## src/hw/rtl/rcl_pkg.sv

```systemverilog
`default_nettype none
package rcl_pkg;
    localparam int MAX_CAP_POINTS_DEF = 30;
    localparam int COORD_BITS_DEF     = 16;
    localparam int CORDIC_STEPS       = 24;
    localparam logic [31:0] QUARTER_TURN = 32'h4000_0000;
    localparam logic [31:0] HALF_TURN    = 32'h8000_0000;
    localparam logic [31:0] INV_GAIN_Q30 = 32'd652032874;
    localparam logic [4:0]  CAP_RESET    = 5'd6;
    localparam logic [0:0]  REG_CAP_POINTS = 1'b0;

    // Work item handed from the front end to the vertex engine.
    typedef struct packed {
        logic signed [15:0] sx;
        logic signed [15:0] sy;
        logic signed [15:0] ex;
        logic signed [15:0] ey;
        logic [15:0]        w;
        logic [31:0]        phi;
        logic [4:0]         n;
    } seg_t;

    function automatic logic [31:0] atan_turn(input logic [4:0] i);
        logic [31:0] r;
        begin
            case (i)
                5'd0:  r = 32'd536870912;
                5'd1:  r = 32'd316933406;
                5'd2:  r = 32'd167458907;
                5'd3:  r = 32'd85004756;
                5'd4:  r = 32'd42667331;
                5'd5:  r = 32'd21354465;
                5'd6:  r = 32'd10679838;
                5'd7:  r = 32'd5340245;
                5'd8:  r = 32'd2670163;
                5'd9:  r = 32'd1335087;
                5'd10: r = 32'd667544;
                5'd11: r = 32'd333772;
                5'd12: r = 32'd166886;
                5'd13: r = 32'd83443;
                5'd14: r = 32'd41722;
                5'd15: r = 32'd20861;
                5'd16: r = 32'd10430;
                5'd17: r = 32'd5215;
                5'd18: r = 32'd2608;
                5'd19: r = 32'd1304;
                5'd20: r = 32'd652;
                5'd21: r = 32'd326;
                5'd22: r = 32'd163;
                5'd23: r = 32'd81;
                default: r = 32'd0;
            endcase
            return r;
        end
    endfunction
endpackage
`default_nettype wire

```

## src/hw/rtl/rcl_fifo.sv

```systemverilog
`default_nettype none
// Short queue between the angle front end and the vertex engine.
module rcl_fifo
    import rcl_pkg::*;
(
    input  wire logic aclk,
    input  wire logic aresetn,
    input  wire logic in_valid,
    output logic      in_ready,
    input  seg_t      in_seg,
    output logic      out_valid,
    input  wire logic out_ready,
    output seg_t      out_seg
);
    seg_t       mem_reg [0:3];
    logic [1:0] wp_reg, rp_reg;
    logic [2:0] cnt_reg;
    logic       wr, rd;

    assign in_ready  = cnt_reg != 3'd4;
    assign out_valid = cnt_reg != 3'd0;
    assign out_seg   = mem_reg[rp_reg];
    assign wr = in_valid && in_ready;
    assign rd = out_valid && out_ready;

    always_ff @(posedge aclk) begin
        if (wr) mem_reg[wp_reg] <= in_seg;
    end

    always_ff @(posedge aclk) begin
        if (!aresetn) begin
            wp_reg <= '0; rp_reg <= '0; cnt_reg <= '0;
        end else begin
            if (wr) wp_reg <= wp_reg + 2'd1;
            if (rd) rp_reg <= rp_reg + 2'd1;
            cnt_reg <= cnt_reg + 3'(wr) - 3'(rd);
        end
    end

    a_no_over: assert property (@(posedge aclk) disable iff (!aresetn)
        cnt_reg <= 3'd4) else $error("queue count overflow");
    a_cnt: assert property (@(posedge aclk) disable iff (!aresetn)
        (wr && !rd) |=> cnt_reg == $past(cnt_reg) + 3'd1) else $error("count slip");
    a_empty: assert property (@(posedge aclk) disable iff (!aresetn)
        (cnt_reg == 3'd0) |-> !rd) else $error("read from empty queue");
endmodule
`default_nettype wire

```

## config.mk

```make
export PLATFORM = sky130hd
export DESIGN_NAME = rcl_fifo
export DESIGN_NICKNAME = d
export VERILOG_FILES = /design/src/hw/rtl/rcl_pkg.sv /design/src/hw/rtl/rcl_fifo.sv
export SDC_FILE = /design/constraint.sdc
export NUM_CORES = 1
export LEC_CHECK = 0
export BUFFER_PORTS_ARGS = -buffer_cell sky130_fd_sc_hd__buf_2
export CAP_MARGIN = 20
export CORE_UTILIZATION = 40
export CTS_BUF_LIST = sky130_fd_sc_hd__clkbuf_4
export DETAILED_ROUTE_END_ITERATION = 16
export SETUP_SLACK_MARGIN = 0.15
export SLEW_MARGIN = 0
export SYNTH_ARGS = -nofsm -noshare
export SYNTH_HDL_FRONTEND = slang
export SYNTH_SLANG_ARGS = --single-unit
```

## constraint.sdc

```tcl
create_clock -name aclk -period 7.83 [get_ports aclk]
set_clock_uncertainty 0.2 [all_clocks]
set_input_delay 1.1745 -clock aclk [delete_from_list [all_inputs] [get_ports aclk]]
set_output_delay 1.1745 -clock aclk [all_outputs]
set_load 0.005 [all_outputs]
```

Word level (Yosys, flattened, before mapping)
Memory sizes are Yosys's and may differ from the RTL's. A register that Yosys moved wholly into a read port is not among the register bits.
Cells that the tools add are included.
- output and inout port bits: 119
- bits of input ports: 121
- memories: 1
- bits in registers: 7
- logic and storage cells: 16
- bits in writable memories: 468
- memories (memory ; words ; bits a word ; rd ports ; clocked after Yosys merged registers in ; wr ports ; line ; text):
    mem_reg ; 4 ; 117 ; 1 ; 1 ; 1 ; rcl_fifo.sv:15 ; seg_t mem_reg [0:3];
- eq/ne operators: 1
- reduce and logical (&&, ||, !) cells: 3
- multiplexer cells: 4
- add/subtract/negate cells: 4
- operators with widths (kind ; count):
    $add 2x1->2 const B ; 2
    $mux 2 ; 2
    $add 3x1->3 ; 1
    $ne 3x3->1 const B ; 1
    $reduce_bool 3->1 ; 1
    $sub 3x1->3 ; 1
    $logic_and 1x1->1 ; 2
    $mux 1 ; 2

Logic depth before layout (Yosys ltp)
- depth in word-level cells: 4
- mapped depth: 11
- depth with buffers taken out: 11

Worst setup path before layout
OpenSTA, ideal clock, no wires.
- path kind: in2reg
- start point: input in_valid
- end point: memory mem_reg[0][0] in the netlist's numbering (enable)
- cell stages on the path: 2
- slack: 2.838 ns
- buffers on the path: 0
- library setup time: 0.490 ns
- required time: 7.140 ns
- data arrival time: 4.302 ns
- path through: a21boi_1 and2_1
- cells in the longest elaborated chain, start to end: 3
- ends and longest elaborated chain (what ; line ; text):
    start, declared ; rcl_fifo.sv:8 ; input wire logic in_valid,
    $logic_and 1x1->1 ; rcl_fifo.sv:23 ; assign wr = in_valid && in_ready;
    $mux 1 ; rcl_fifo.sv:27 ; if (wr) mem_reg[wp_reg] <= in_seg;
    $mux 1 (implied by the code) ; rcl_fifo.sv:27 ;
    end, declared ; rcl_fifo.sv:15 ;
Every way passes these cells.

==> impl_metrics.csv <==
group,metric,value,unit
run_status,status,"finished clean",
synthesis,synth.largest_area_cell,"edfxtp_1",
route,vias,7996,
global_route,grt_pass1_wl,50600,microns
sta,setup_viol,0,
clock_tree,clk_pin_slew_worst_paths,0.06,ns
placed_design,io_buffers,239,
cells_and_area,nets,1126,
die,die_height,210,microns
clock_tree,postCtsHoldBufs,0,
synthesis,syn_area,17300,sq um
route,met3_length,2400,microns
route,wl_met2,15800,microns
route,drt-initial-drc-count,387,
sta,rsz0062_at_grt,"false",
die,die_width,210,microns
route,drc,0,
clock_tree,clock_latency,0.78,ns
synthesis,synth_cell_type_count,20,
setup_path,crit_type,"register to primary output",
route,top_layer,"met5",
sta,setup_tns,0,ns
cells_and_area,drive_gt1_share,51.6,%
placed_design,gp_congestion,0.674,
route,drt-total-wl,33600,microns
power_and_ir_drop,ir_worst_vdd,0.160,mV
clock_tree,post_cts_buffers,0,
setup_path,cp-start-kind,"register",
clock_tree,cts_root_buf,"clkbuf_4",
route,met1_length,14900,microns
power_and_ir_drop,total_power,6390,uW
die,io_pins,240,
route,drtAntennaViolNets,0,
flow_run,drv_cap,0,
cells_and_area,nFillCells,3481,
die,start_util,40.9,%
route,viasPerCell,4.85,
global_route,grt_pass1_vias,8469,
placed_design,dp_hpwl,19800,microns
clock_tree,htree_levels,3,
synthesis,ys_seq_area_share,82.2,%
synthesis,synth_fp_nets,787,
synthesis,synth.top_cell.area_share,81.2,%
global_route,grt_overflow,0,
global_route,antenna_found_initial,10,
global_route,grt_max_degree,77,
cells_and_area,largest_register_ffs,468,
clock_tree,cts_buffer_depth,3,
clock_tree,cts-resized-gates,0,
sta,max-slew-margin-rel,29.9,%
die,die_area,44100,sq um
cells_and_area,layout_commonest_cell,"edfxtp_1",
cells_and_area,fin_util,48.6,%
synthesis,avgSynthCellArea,26.3,sq um
sta,whs,0.301,ns
die,core_region_area,42300,sq um
cells_and_area,mostFrequentLayoutCells,"edfxtp_1 (468), buf_2 (239), clkbuf_4 (171)",
worst_hold_path,worstHoldPathType,"register to register",
power_and_ir_drop,power_density,310,nW/um^2
sta,maxSlewViolCount,0,
clock_tree,tritoncts.num_buffers,118,
setup_path,end_kind,"primary output",
synthesis,yosys-top-cells-area,"edfxtp_1 (81%), mux4_2 (15%), dfxtp_1 (1.0%)",
setup_path,cp.required,6.46,ns
setup_path,arrival,3.29,ns
route,detail_route.wl_per_cell,20.4,microns
sta,worst_pin_slew,1.05,ns
die,row_count,75,
global_route,track_usage,15.5,%
sta,min_period_over_period,59.6,%
sta,fmax,214,MHz
sta,fin_crit,4.67,ns
setup_path,worst-path-max-fanout,67,
sta,finalHoldViolations,0,
synthesis,synth-seq-cells,477,
synthesis,ys_warn_count,0,
clock_tree,cts_tree,"built",
cells_and_area,area_growth,18.9,%
synthesis,synthCells,659,
route,first_pass_iters,4,
power_and_ir_drop,power_leakage,0.00694,uW
clock_tree,clock-sinks,477,
-- metal layers --
metal	vias up	track usage [%]
met5	-	0
met4	10	5.71
met3	50	5.60
met2	248	23.4
met1	4106	20.7
li1	3582	-
-- cells by family after synthesis --
group	count (synthesis)	share of synthesized area (%)
buffers and inverters	32	1.03
muxes	119	15.3
xor gates and xnor gates	4	0.202
and+or+nand+nor	17	0.528
adders and majority gates	7	0.549
AOI/OAI and AO/OA	3	0.145
DFF	477	82.2
-- where the power goes --
part / total (uW) / switching [uW] / internal (uW)
sequential: 3230 / 133 / 3100
clock: 1910 / 897 / 1020
combinational: 1250 / 601 / 646
-- metrics by stage --
stage	worst slack, ns	cells	cell area [sq um]
floorplan	2.84	659	17300
global placement	3.59	1454	19100
detailed placement	3.57	1455	19200
CTS	2.97	1643	20600
global route	2.91	1644	20600
finish	3.16	1650	20600
-- worst max-delay path: stages, from the launching register on --
cell	delay (ns)
dfxtp_4	1.03
buf_4	0.76
mux4_2	0.48
buf_2	0.16
-- area by class of cell --
class | count | area [sq um] | share of cell area, %
antenna | 7 | 17.5 | 0.0851
clock buffer | 171 | 1280 | 6.24
clock inverter | 17 | 108 | 0.523
inverter | 5 | 18.8 | 0.0912
multi-input combinational | 150 | 2910 | 14.1
sequential | 477 | 14200 | 69.2
tap | 577 | 722 | 3.51
timing repair buffer | 246 | 1280 | 6.22
-- cell usage after synthesis --
cell / number
nand2_1: 5
o311ai_0: 1
or3_1: 1
mux4_2: 117
clkbuf_1: 8
a21boi_1: 1
xnor2_1: 4
nor2b_1: 3
buf_4: 1
dfxtp_1: 9
fa_1: 1
buf_6: 5
inv_1: 5
ha_1: 6
mux2i_1: 2
nor2_1: 1
buf_2: 13
o31a_1: 1
and2_1: 7
edfxtp_1: 468
-- final timing paths --
kind               from        endpoint  slack [ns]  cells past startpoint
max            register     out_seg[43]        3.16                      3
max reg2reg  cnt_reg[1]  mem_reg[2][18]        4.35                      4
min reg2reg   wp_reg[0]       wp_reg[0]        0.30                      2
min           wp_reg[0]       wp_reg[0]        0.30                      2
Power figures use the tool's default switching activity.
